**src/sv/bmds_pkg.sv**
```systemverilog
package bmds_pkg;

    localparam int unsigned Q_DEPTH = 2;

    // Register block offsets
    localparam logic [5:0] OFF_DIV_CTL_LO  = 6'd0;
    localparam logic [5:0] OFF_DIV_CTL_HI  = 6'd1;
    localparam logic [5:0] OFF_SQRT_CTL_LO = 6'd48;
    localparam logic [5:0] OFF_SQRT_CTL_HI = 6'd49;
    localparam logic [2:0] BANK_NUMER      = 3'd2;
    localparam logic [2:0] BANK_DENOM      = 3'd3;
    localparam logic [2:0] BANK_QUOT       = 3'd4;
    localparam logic [2:0] BANK_REM        = 3'd5;
    localparam logic [2:0] BANK_RADICAND   = 3'd7;
    localparam logic [3:0] ROOT_WORD       = 4'd13;

    localparam logic [1:0] MODE_32_32 = 2'd0;
    localparam logic [1:0] MODE_64_64 = 2'd2;

    localparam logic [5:0] DIV_STEPS_M1  = 6'd63;
    localparam logic [5:0] SQRT64_STEPS_M1 = 6'd31;
    localparam logic [5:0] SQRT32_STEPS_M1 = 6'd15;

    typedef enum logic [1:0] {
        K_READ,
        K_WRITE_DIV,
        K_WRITE_SQRT,
        K_WRITE_NONE
    } t_kind;

    typedef struct packed {
        t_kind      kind;
        logic [5:0] offset;
        logic [7:0] data;
    } t_req;

    typedef enum logic [2:0] {
        ST_IDLE,
        ST_DIV_INIT,
        ST_DIV_RUN,
        ST_DIV_FIX,
        ST_SQ_INIT,
        ST_SQ_RUN
    } t_state;

    function automatic logic [63:0] sext32(input logic [31:0] v);
        return {{32{v[31]}}, v};
    endfunction

endpackage

```
**src/sv/bmds_in_if.sv**
```systemverilog
interface bmds_in_if;
    logic       valid;
    logic       ready;
    logic       command;
    logic [5:0] byte_offset;
    logic [7:0] write_byte;

    modport source (output valid, command, byte_offset, write_byte, input ready);
    modport sink   (input valid, command, byte_offset, write_byte, output ready);
endinterface

```
**src/sv/bmds_out_if.sv**
```systemverilog
interface bmds_out_if;
    logic       valid;
    logic       ready;
    logic [7:0] read_byte;

    modport source (output valid, read_byte, input ready);
    modport sink   (input valid, read_byte, output ready);
endinterface

```
**src/sv/bmds_front.sv**
```systemverilog
module bmds_front
    import bmds_pkg::*;
#(
    parameter int unsigned QUEUE_DEPTH = Q_DEPTH
) (
    input  logic         i_clk,
    input  logic         i_rst_n,
    bmds_in_if.sink      i_req,
    output logic         o_q_valid,
    output t_req         o_q_req,
    input  logic         i_q_pop
);
    localparam int unsigned PW = (QUEUE_DEPTH > 1) ? $clog2(QUEUE_DEPTH) : 1;
    localparam int unsigned CW = $clog2(QUEUE_DEPTH + 1);

    t_req           r_mem [QUEUE_DEPTH];
    logic [PW-1:0]  r_wr_ptr, r_rd_ptr;
    logic [CW-1:0]  r_count;
    t_req           w_req;
    logic           w_push;

    // classify: reads, writes that start a divide or a root, all other writes
    always_comb begin
        w_req.offset = i_req.byte_offset;
        w_req.data   = i_req.write_byte;
        if (!i_req.command) begin
            w_req.kind = K_READ;
        end else if (i_req.byte_offset == OFF_DIV_CTL_LO
                     || i_req.byte_offset[5:3] == BANK_NUMER
                     || i_req.byte_offset[5:3] == BANK_DENOM) begin
            w_req.kind = K_WRITE_DIV;
        end else if (i_req.byte_offset == OFF_SQRT_CTL_LO
                     || i_req.byte_offset[5:3] == BANK_RADICAND) begin
            w_req.kind = K_WRITE_SQRT;
        end else begin
            w_req.kind = K_WRITE_NONE;
        end
    end

    assign i_req.ready = (r_count != CW'(QUEUE_DEPTH));
    assign w_push      = i_req.valid && i_req.ready;
    assign o_q_valid   = (r_count != '0);
    assign o_q_req     = r_mem[r_rd_ptr];

    always_ff @(posedge i_clk) begin
        if (w_push) begin
            r_mem[r_wr_ptr] <= w_req;
        end
    end

    always_ff @(posedge i_clk) begin
        if (!i_rst_n) begin
            r_wr_ptr <= '0;
            r_rd_ptr <= '0;
            r_count  <= '0;
        end else begin
            if (w_push) begin
                r_wr_ptr <= (r_wr_ptr == PW'(QUEUE_DEPTH - 1)) ? '0 : r_wr_ptr + 1'b1;
            end
            if (i_q_pop) begin
                r_rd_ptr <= (r_rd_ptr == PW'(QUEUE_DEPTH - 1)) ? '0 : r_rd_ptr + 1'b1;
            end
            r_count <= r_count + CW'(w_push) - CW'(i_q_pop);
        end
    end
endmodule

```
**src/sv/bmds_back.sv**
```systemverilog
module bmds_back
    import bmds_pkg::*;
(
    input  logic         i_clk,
    input  logic         i_rst_n,
    input  logic         i_q_valid,
    input  t_req         i_q_req,
    output logic         o_q_pop,
    bmds_out_if.source   o_rsp
);
    t_state r_state, n_state;

    logic [7:0]  r_div_ctl;
    logic        r_zero;
    logic [63:0] r_numer, r_denom, r_quot, r_rem, r_radicand;
    logic [7:0]  r_sqrt_ctl;
    logic [31:0] r_root;

    logic        r_out_valid;
    logic [7:0]  r_out_byte;

    // divider working registers
    logic [63:0] r_dq, r_drem, r_dad;
    logic        r_nneg, r_qneg;
    logic [5:0]  r_cnt;

    // root working registers
    logic [63:0] r_sval;
    logic [35:0] r_srem;
    logic [31:0] r_sres;

    logic        w_out_free, w_take, w_last, w_finish;
    logic [63:0] w_n, w_d;
    logic [64:0] w_dsh;
    logic        w_dge;
    logic [35:0] w_ssh;
    logic [33:0] w_trial;
    logic        w_sge;
    logic [7:0]  w_rd;

    assign w_out_free = !r_out_valid || o_rsp.ready;
    assign w_last     = (r_cnt == '0);

    // state machine: next state
    always_comb begin
        n_state = r_state;
        unique case (r_state)
            ST_IDLE: begin
                if (i_q_valid && w_out_free) begin
                    if (i_q_req.kind == K_WRITE_DIV) begin
                        n_state = ST_DIV_INIT;
                    end else if (i_q_req.kind == K_WRITE_SQRT) begin
                        n_state = ST_SQ_INIT;
                    end
                end
            end
            ST_DIV_INIT: begin
                if (w_d != '0 && !(r_div_ctl[1:0] == MODE_32_32
                        && w_n == 64'hFFFF_FFFF_8000_0000 && w_d == '1)) begin
                    n_state = ST_DIV_RUN;
                end else begin
                    n_state = ST_IDLE;
                end
            end
            ST_DIV_RUN:  n_state = w_last ? ST_DIV_FIX : ST_DIV_RUN;
            ST_DIV_FIX:  n_state = ST_IDLE;
            ST_SQ_INIT:  n_state = ST_SQ_RUN;
            ST_SQ_RUN:   n_state = w_last ? ST_IDLE : ST_SQ_RUN;
            default:     n_state = ST_IDLE;
        endcase
    end

    // state machine: outputs
    always_comb begin
        w_take   = 1'b0;
        w_finish = 1'b0;
        unique case (r_state)
            ST_IDLE:     w_take = i_q_valid && w_out_free;
            ST_DIV_INIT: w_finish = (n_state == ST_IDLE);
            ST_DIV_RUN:  w_finish = 1'b0;
            ST_DIV_FIX:  w_finish = 1'b1;
            ST_SQ_INIT:  w_finish = 1'b0;
            ST_SQ_RUN:   w_finish = w_last;
            default:     w_finish = 1'b0;
        endcase
    end

    assign o_q_pop         = w_take;
    assign o_rsp.valid     = r_out_valid;
    assign o_rsp.read_byte = r_out_byte;

    // operand selection for the divide
    assign w_n = (r_div_ctl[1:0] == MODE_32_32) ? sext32(r_numer[31:0]) : r_numer;
    assign w_d = (r_div_ctl[1:0] == MODE_64_64) ? r_denom : sext32(r_denom[31:0]);

    assign w_dsh = {r_drem, r_dq[63]};
    assign w_dge = (w_dsh >= {1'b0, r_dad});

    assign w_ssh   = {r_srem[33:0], r_sval[63:62]};
    assign w_trial = {r_sres, 2'b01};
    assign w_sge   = (w_ssh >= {2'b00, w_trial});

    // read mux
    always_comb begin
        w_rd = '0;
        if (i_q_req.offset == OFF_DIV_CTL_LO) begin
            w_rd = r_div_ctl;
        end else if (i_q_req.offset == OFF_DIV_CTL_HI) begin
            w_rd = {1'b0, r_zero, 6'b0};
        end else if (i_q_req.offset == OFF_SQRT_CTL_LO) begin
            w_rd = r_sqrt_ctl;
        end else if (i_q_req.offset == OFF_SQRT_CTL_HI) begin
            w_rd = '0;
        end else if (i_q_req.offset[5:2] == ROOT_WORD) begin
            w_rd = r_root[8*i_q_req.offset[1:0] +: 8];
        end else begin
            case (i_q_req.offset[5:3])
                BANK_NUMER:    w_rd = r_numer[8*i_q_req.offset[2:0] +: 8];
                BANK_DENOM:    w_rd = r_denom[8*i_q_req.offset[2:0] +: 8];
                BANK_QUOT:     w_rd = r_quot[8*i_q_req.offset[2:0] +: 8];
                BANK_REM:      w_rd = r_rem[8*i_q_req.offset[2:0] +: 8];
                BANK_RADICAND: w_rd = r_radicand[8*i_q_req.offset[2:0] +: 8];
                default:       w_rd = '0;
            endcase
        end
    end

    always_ff @(posedge i_clk) begin
        if (!i_rst_n) begin
            r_state     <= ST_IDLE;
            r_out_valid <= 1'b0;
            r_div_ctl   <= '0;
            r_zero      <= 1'b0;
            r_numer     <= '0;
            r_denom     <= '0;
            r_quot      <= '0;
            r_rem       <= '0;
            r_sqrt_ctl  <= '0;
            r_radicand  <= '0;
            r_root      <= '0;
        end else begin
            r_state <= n_state;
            // raise on a read or ignored write taken, or an engine done; drop when taken
            if ((w_take && (i_q_req.kind == K_READ || i_q_req.kind == K_WRITE_NONE))
                    || w_finish) begin
                r_out_valid <= 1'b1;
            end else if (o_rsp.ready) begin
                r_out_valid <= 1'b0;
            end
            if (w_take) begin
                r_out_byte <= (i_q_req.kind == K_READ) ? w_rd : 8'h00;
                if (i_q_req.kind == K_WRITE_DIV) begin
                    if (i_q_req.offset == OFF_DIV_CTL_LO) begin
                        r_div_ctl <= i_q_req.data;
                    end else if (i_q_req.offset[5:3] == BANK_NUMER) begin
                        r_numer[8*i_q_req.offset[2:0] +: 8] <= i_q_req.data;
                    end else begin
                        r_denom[8*i_q_req.offset[2:0] +: 8] <= i_q_req.data;
                    end
                end
                if (i_q_req.kind == K_WRITE_SQRT) begin
                    if (i_q_req.offset == OFF_SQRT_CTL_LO) begin
                        r_sqrt_ctl <= i_q_req.data;
                    end else begin
                        r_radicand[8*i_q_req.offset[2:0] +: 8] <= i_q_req.data;
                    end
                end
            end

            case (r_state)
                ST_DIV_INIT: begin
                    r_zero <= (r_denom == '0);
                    if (w_d == '0) begin
                        if (r_div_ctl[1:0] == MODE_32_32) begin
                            r_quot <= w_n[63] ? 64'hFFFF_FFFF_0000_0001
                                              : 64'h0000_0000_FFFF_FFFF;
                        end else begin
                            r_quot <= w_n[63] ? 64'd1 : '1;
                        end
                        r_rem <= w_n;
                    end else if (n_state == ST_IDLE) begin
                        // 32-bit overflow: clamp, hold remainder
                        r_quot <= 64'h0000_0000_8000_0000;
                    end
                    r_nneg <= w_n[63];
                    r_qneg <= w_n[63] ^ w_d[63];
                    r_dq   <= w_n[63] ? (64'd0 - w_n) : w_n;
                    r_dad  <= w_d[63] ? (64'd0 - w_d) : w_d;
                    r_drem <= '0;
                    r_cnt  <= DIV_STEPS_M1;
                end
                ST_DIV_RUN: begin
                    r_drem <= w_dge ? 64'(w_dsh - {1'b0, r_dad}) : w_dsh[63:0];
                    r_dq   <= {r_dq[62:0], w_dge};
                    r_cnt  <= r_cnt - 1'b1;
                end
                ST_DIV_FIX: begin
                    r_quot <= r_qneg ? (64'd0 - r_dq) : r_dq;
                    r_rem  <= r_nneg ? (64'd0 - r_drem) : r_drem;
                end
                ST_SQ_INIT: begin
                    r_sval <= r_sqrt_ctl[0] ? r_radicand : {r_radicand[31:0], 32'd0};
                    r_cnt  <= r_sqrt_ctl[0] ? SQRT64_STEPS_M1 : SQRT32_STEPS_M1;
                    r_srem <= '0;
                    r_sres <= '0;
                end
                ST_SQ_RUN: begin
                    r_srem <= w_sge ? (w_ssh - {2'b00, w_trial}) : w_ssh;
                    r_sres <= {r_sres[30:0], w_sge};
                    r_sval <= {r_sval[61:0], 2'b00};
                    r_cnt  <= r_cnt - 1'b1;
                    if (w_last) begin
                        r_root <= {r_sres[30:0], w_sge};
                    end
                end
                default: begin
                end
            endcase
        end
    end

`ifndef ASSERT_OFF
    a_no_pop_busy: assert property (@(posedge i_clk) disable iff (!i_rst_n)
        (r_state != ST_IDLE) |-> !o_q_pop)
        else $error("queue popped while engine busy");
    a_fix_emits: assert property (@(posedge i_clk) disable iff (!i_rst_n)
        (r_state == ST_DIV_FIX) |=> r_out_valid)
        else $error("divide finished without a response");
    a_no_overwrite: assert property (@(posedge i_clk) disable iff (!i_rst_n)
        (w_finish || o_q_pop) |-> (!r_out_valid || o_rsp.ready))
        else $error("response register overwritten");
    a_sq_count: assert property (@(posedge i_clk) disable iff (!i_rst_n)
        (r_state == ST_SQ_RUN) |-> (r_cnt <= SQRT64_STEPS_M1))
        else $error("root step count out of range");
`endif
endmodule

```
**src/sv/byte_mapped_divider_and_square_root_unit.sv**
```systemverilog
// Byte-mapped signed divider and integer square root. Each input item is one
// byte access (command 0 read, 1 write) to a 64-byte register block: divide
// control at 0..1, numerator 16..23, denominator 24..31, quotient 32..39,
// remainder 40..47, root control 48..49, root 52..55, radicand 56..63, all
// little endian; every item returns one read_byte item (zero for writes and
// unmapped offsets). A write that restarts the divide (control low byte,
// numerator, denominator) goes through take, setup, one radix-2 restoring
// step per cycle over 64 bits, and sign fixup; a zero divisor or the 32-bit
// overflow finishes right after setup. A write that restarts the root
// (control low byte, radicand) yields one result bit per cycle. A small queue
// in front lets the caller post further items while a long operation runs.
module byte_mapped_divider_and_square_root_unit
    import bmds_pkg::*;
#(
    parameter int unsigned QUEUE_DEPTH = Q_DEPTH
) (
    input  logic        i_clk,
    input  logic        i_rst_n,
    bmds_in_if.sink     i_req,
    bmds_out_if.source  o_rsp
);
    logic w_q_valid;
    t_req w_q_req;
    logic w_q_pop;

    // accept and classify items, hold them in the queue
    bmds_front #(
        .QUEUE_DEPTH (QUEUE_DEPTH)
    ) u_front (
        .i_clk     (i_clk),
        .i_rst_n   (i_rst_n),
        .i_req     (i_req),
        .o_q_valid (w_q_valid),
        .o_q_req   (w_q_req),
        .i_q_pop   (w_q_pop)
    );

    // register file, divide and root engines, response register
    bmds_back u_back (
        .i_clk     (i_clk),
        .i_rst_n   (i_rst_n),
        .i_q_valid (w_q_valid),
        .i_q_req   (w_q_req),
        .o_q_pop   (w_q_pop),
        .o_rsp     (o_rsp)
    );
endmodule

```
**src/flat_wrapper.sv**
```systemverilog
// flat-port wrapper written by rule: the top's interface ports become plain ports
module byte_mapped_divider_and_square_root_unit_flat import bmds_pkg::*;
#(
    parameter int unsigned QUEUE_DEPTH = Q_DEPTH
)
  (i_clk, i_rst_n, i_req_valid, i_req_command, i_req_byte_offset, i_req_write_byte, i_req_ready, o_rsp_valid, o_rsp_read_byte, o_rsp_ready);
  bmds_in_if i_req_i ();
  bmds_out_if o_rsp_i ();
  input  logic i_clk;
  input  logic i_rst_n;
  input wire logic [$bits(i_req_i.valid)-1:0] i_req_valid;
  input wire logic [$bits(i_req_i.command)-1:0] i_req_command;
  input wire logic [$bits(i_req_i.byte_offset)-1:0] i_req_byte_offset;
  input wire logic [$bits(i_req_i.write_byte)-1:0] i_req_write_byte;
  output wire logic [$bits(i_req_i.ready)-1:0] i_req_ready;
  output wire logic [$bits(o_rsp_i.valid)-1:0] o_rsp_valid;
  output wire logic [$bits(o_rsp_i.read_byte)-1:0] o_rsp_read_byte;
  input wire logic [$bits(o_rsp_i.ready)-1:0] o_rsp_ready;
  assign i_req_i.valid = i_req_valid;
  assign i_req_i.command = i_req_command;
  assign i_req_i.byte_offset = i_req_byte_offset;
  assign i_req_i.write_byte = i_req_write_byte;
  assign i_req_ready = i_req_i.ready;
  assign o_rsp_valid = o_rsp_i.valid;
  assign o_rsp_read_byte = o_rsp_i.read_byte;
  assign o_rsp_i.ready = o_rsp_ready;
  byte_mapped_divider_and_square_root_unit #(.QUEUE_DEPTH(QUEUE_DEPTH)) u_core (.i_clk(i_clk), .i_rst_n(i_rst_n), .i_req(i_req_i), .o_rsp(o_rsp_i));
endmodule
```
**config.mk**
```make
export PLATFORM = sky130hd
export DESIGN_NAME = byte_mapped_divider_and_square_root_unit_flat
export DESIGN_NICKNAME = d
export VERILOG_FILES = /design/src/sv/bmds_pkg.sv /design/src/sv/bmds_in_if.sv /design/src/sv/bmds_out_if.sv /design/src/sv/bmds_front.sv /design/src/sv/bmds_back.sv /design/src/sv/byte_mapped_divider_and_square_root_unit.sv /design/src/flat_wrapper.sv
export SDC_FILE = /design/constraint.sdc
export NUM_CORES = 2
export LEC_CHECK = 0
export BUFFER_PORTS_ARGS = -buffer_cell sky130_fd_sc_hd__buf_2
export CORE_MARGIN = 2
export CORE_UTILIZATION = 57
export CTS_CLUSTER_DIAMETER = 120
export DETAILED_ROUTE_END_ITERATION = 7
export GPL_TIMING_DRIVEN = 0
export PLACE_DENSITY = 0.8
export SYNTH_ARGS = -nofsm -noshare
export SYNTH_HDL_FRONTEND = slang
export SYNTH_HIERARCHICAL = 1
export SYNTH_SLANG_ARGS = --single-unit
```
**constraint.sdc**
```tcl
create_clock -name i_clk -period 16.4 [get_ports i_clk]
set_input_delay 2.46 -clock i_clk [delete_from_list [all_inputs] [get_ports i_clk]]
set_output_delay 2.46 -clock i_clk [all_outputs]
set_load 0.1 [all_outputs]
```
==> metrics.md <==
| Metric | Value |
|---|---|
| Status | finished, violations left |
| Failing checks | DRC, capacitance limit, slew limit |
| DPL Wire Length | 146000 um |
| CTS Root Cell | clkbuf_16 |
| Number of I/O port buffers | 28 |
| Pins Over Slew Limit | 17 |
| Leakage | 0.0179 uW |
| Filler cell count | 6659 |
| Dpl ws | 10.14 ns |
| Fin worst setup slack | 9.40 ns |
| DR iter-0 viols | 6561 |
| Io pins | 29 |
| Post-synthesis register bit count | 748 |
| CTS tree | yes |
| Initial Utilization | 0.574 |
| GRT Residual Overflow | 0 |
| CP max-delay cell | buf_1 |
| Synth warnings | 6 |
| Detailed Routing Iterations Pass 1 | 8 |
| Sequential cell fraction of total power | 0.374 |
| Internal power | 3860 uW |
| F_max | 143 MHz |
| Finished Cell Area | 49700 um2 |
| Final setup viols | 0 |
| Row count | 103 |
| Comb power frac | 0.313 |
| Setup Skew | 0.0246 ns |
| # DRC | 9 |
| Post-synth top flop | dfxtp_1 |
| Synth Area in XOR/XNOR | 0.0628 |
| Avg Synthesized Cell Area | 8.89 um2 |
| Tmin final | 7.00 ns |
| Max_slew headroom | -0.0339 |
| Largest net degree at the start of global routing | 74 |
| Area grow syn2layout | 9.95% |
| Nets | 5337 |
| Max cap viols | 2 |
| Layout cells sized above 1 | 0.0569 |
| Cell area after synthesis | 45200 um2 |
| Slew @ Worst Pin | 1.55 ns |
| Number of global-route vias before repair | 39500 |
| Placed inst area | 46800 um2 |
| CP max FO | 10 |
| Final count of hold timing violations | 0 |
| Post-CTS setup buffer count | 0 |
| CP Launch Type | flop |
| Initial antenna violation count | 17 |
| Synth cell types | 95 |
| Clock share of power | 0.313 |
| First-pass GRT wire length | 274000 um |
| R2r setup slk | 9.40 ns |
| Largest family of logic cells by synthesized area | simple AND/OR/NAND/NOR gates |
| TritonCTS Sinks | 748 |
| Simple-Gate Fraction of Synth Area | 0.187 |
| Max VDD drop | 0.123 mV |
| R2r worst-path depth | 11 |
| Die Ht | 286 um |
| Post-synthesis adder-cell area fraction | 0.0317 |
| Routed len/inst | 30.9 um |
| Clock-pin slew on the worst setup and hold paths | 0.06 ns |
| Fin crit share | 0.427 |
| Net Sw Power | 2450 uW |
| Worst setup path endpoint | u_core/u_back/r_numer[17] |
| Die X | 286 um |
| Seq/Total Area, Yosys | 0.413 |
| Sw frac | 0.388 |
| Reg-to-reg endpoint | u_core/u_back/r_numer[17] |
| Setup TNS | 0 ns |
| Critical Path Most Common Cell | clkbuf_1 |
| Syn Inst Count | 5083 |
| Post-CTS sizing | 0 |
| Worst skew pair latency | 0.67 ns |
| GPL Wtd Cong | 1.15 |
| Die footprint | 81500 um2 |
| CTS hold repair buffers | 0 |
| Via-to-Cell Ratio | 6.81 |
| Worst-path cell chain | buf_6 -> buf_12 -> mux2_4 -> clkbuf_1 -> clkbuf_1 -> clkbuf_1 -> buf_1 -> nand4_1 -> nor2_1 -> mux2i_1 -> nor2b_1 |
| Pwr Density | 127 nW/um2 |
| Crit path required time | 16.94 ns |
| Antenna viol nets, final | 0 |
| Core area | 78700 um2 |
| Clk buf depth | 3 |
| Post-synth EDFFs | 370 |
| Post-synthesis mux area share | 0.0814 |
| Post-synthesis compound-gate area fraction | 0.180 |
| Post-Syn Nets | 5216 |
| Htree depth | 3 |
| HP Class | flop to flop |
| Share of flip-flops with an asynchronous set or reset | 0 |
| Total number of vias | 43100 |
| Clock buffer count from CTS | 83 |
| Crit path DAT | 7.54 ns |
| GRT Overall Usage | 0.467 |
| RSZ-0062 raised after global routing | no |
| CP peak stage delay | 1.19 ns |
| Setup CP Type | flop to flop |
| Total Wirelength | 196000 um |
| Power, Total | 6300 uW |
| Endpoint type of the worst setup path | flop |
## cells in the final DEF, fill, tap and decap left out, drive strengths merged, types with 72 or more instances in the layout
cell type and instances:
o31ai 72, nand3 94, xor2 148, a21oi 370, inv 157, nor2 365
xnor2 176, clkbuf 423, nand2 621, edfxtp 370, nor2b 271, ha 113
mux2i 275, buf 96, dfxtp 378, nor3 75, o21ai 351
## worst min path at each step
stage | slack (ns) | start | to | cells after the start
finish | 0.48 | u_core/u_back/r_root[14] | u_core/u_back/r_root[14] | 2
global route | 0.50 | u_core/u_back/r_root[21] | u_core/u_back/r_root[21] | 2
CTS | 0.48 | u_core/u_back/r_root[16] | u_core/u_back/r_root[16] | 2
detailed placement | 0.46 | u_core/u_back/r_zero | u_core/u_back/r_zero | 2
global placement | 0.45 | u_core/u_back/r_root[17] | u_core/u_back/r_root[17] | 2
floorplan | 0.44 | u_core/u_back/r_root[10] | u_core/u_back/r_root[10] | 2
## cell usage after synthesis, types with 75 or more instances
| master | number | area (um2) |
|---|---|---|
| a21oi_1 | 370 | 1850 |
| clkbuf_1 | 308 | 1160 |
| dfxtp_1 | 378 | 7570 |
| edfxtp_1 | 370 | 11100 |
| ha_1 | 113 | 1410 |
| inv_1 | 151 | 567 |
| mux2i_1 | 275 | 2750 |
| nand2_1 | 621 | 2330 |
| nand3_1 | 94 | 470 |
| nor2_1 | 364 | 1370 |
| nor2b_1 | 271 | 1700 |
| nor3_1 | 75 | 375 |
| o21ai_0 | 347 | 1740 |
| xnor2_1 | 176 | 1540 |
| xor2_1 | 148 | 1300 |
## worst max-delay path: cells and delay by family (launching register included)
family	cells	cell delay [ns]
buf+inv	6	3.70
simple gates	3	2.33
mux	2	0.49
flops	1	0.30
## power by group through the flow
stage                     Combinational (uW)  Sequential (uW)  Clock, uW
after floorplan                         1140             2330          0
after global placement                  1800             2400          0
after detailed placement                1830             2370          0
after CTS                               1840             2330       1970
after global routing                    2030             2350       2040
final                                   1970             2350       1970
## final cells by class
cell class / instances / area (um2) / share of cell area
Multi-Input combinational cell: 3812 / 24500 / 0.494
Sequential cell: 748 / 18700 / 0.376
Tap cell: 1050 / 1310 / 0.0264
Buffer: 370 / 1420 / 0.0286
Antenna cell: 3 / 7.51 / 0.000151
Inverter: 153 / 574 / 0.0116
Timing Repair Buffer: 36 / 290 / 0.00584
Clock buffer: 113 / 2370 / 0.0478
Clock inverter: 42 / 484 / 0.00975
## sequential cells by signal, summed over array words and instances (netlist names), 34 cells and up, named ones only
name,flops
u_core/u_back/r_rem,64
u_core/u_back/r_srem,34
u_core/u_back/r_dq,64
u_core/u_back/r_quot,64
u_core/u_back/r_radicand,64
u_core/u_back/r_sval,64
u_core/u_back/r_numer,64
u_core/u_back/r_drem,64
u_core/u_back/r_denom,64
u_core/u_back/r_dad,64
## metal layers
metal	vias up	GRT usage	wire, um
met4	21	0.347	18600
met3	783	0.176	27800
met5	-	0.0163	304
met2	3251	0.662	78400
li1	18500	-	-
met1	20500	0.577	70700
## kinds of logic after synthesis
family / count (synthesis)
flops: 748
buf+inv: 523
xor+xnor: 324
simple gates: 1750
compound gates: 1284
mux: 340
fa+ha+maj: 114
## per-stage QoR
stage,std cells,hold slack [ns],util
2_1_floorplan,5083,0.440,-
3_3_place_gp,6161,0.449,0.592
3_5_place_dp,6167,0.464,0.594
4_1_cts,6322,0.477,0.630
5_1_grt,6324,0.497,0.631
6_report,6327,0.480,0.631
No activity file was read; power rests on OpenSTA's default activity.
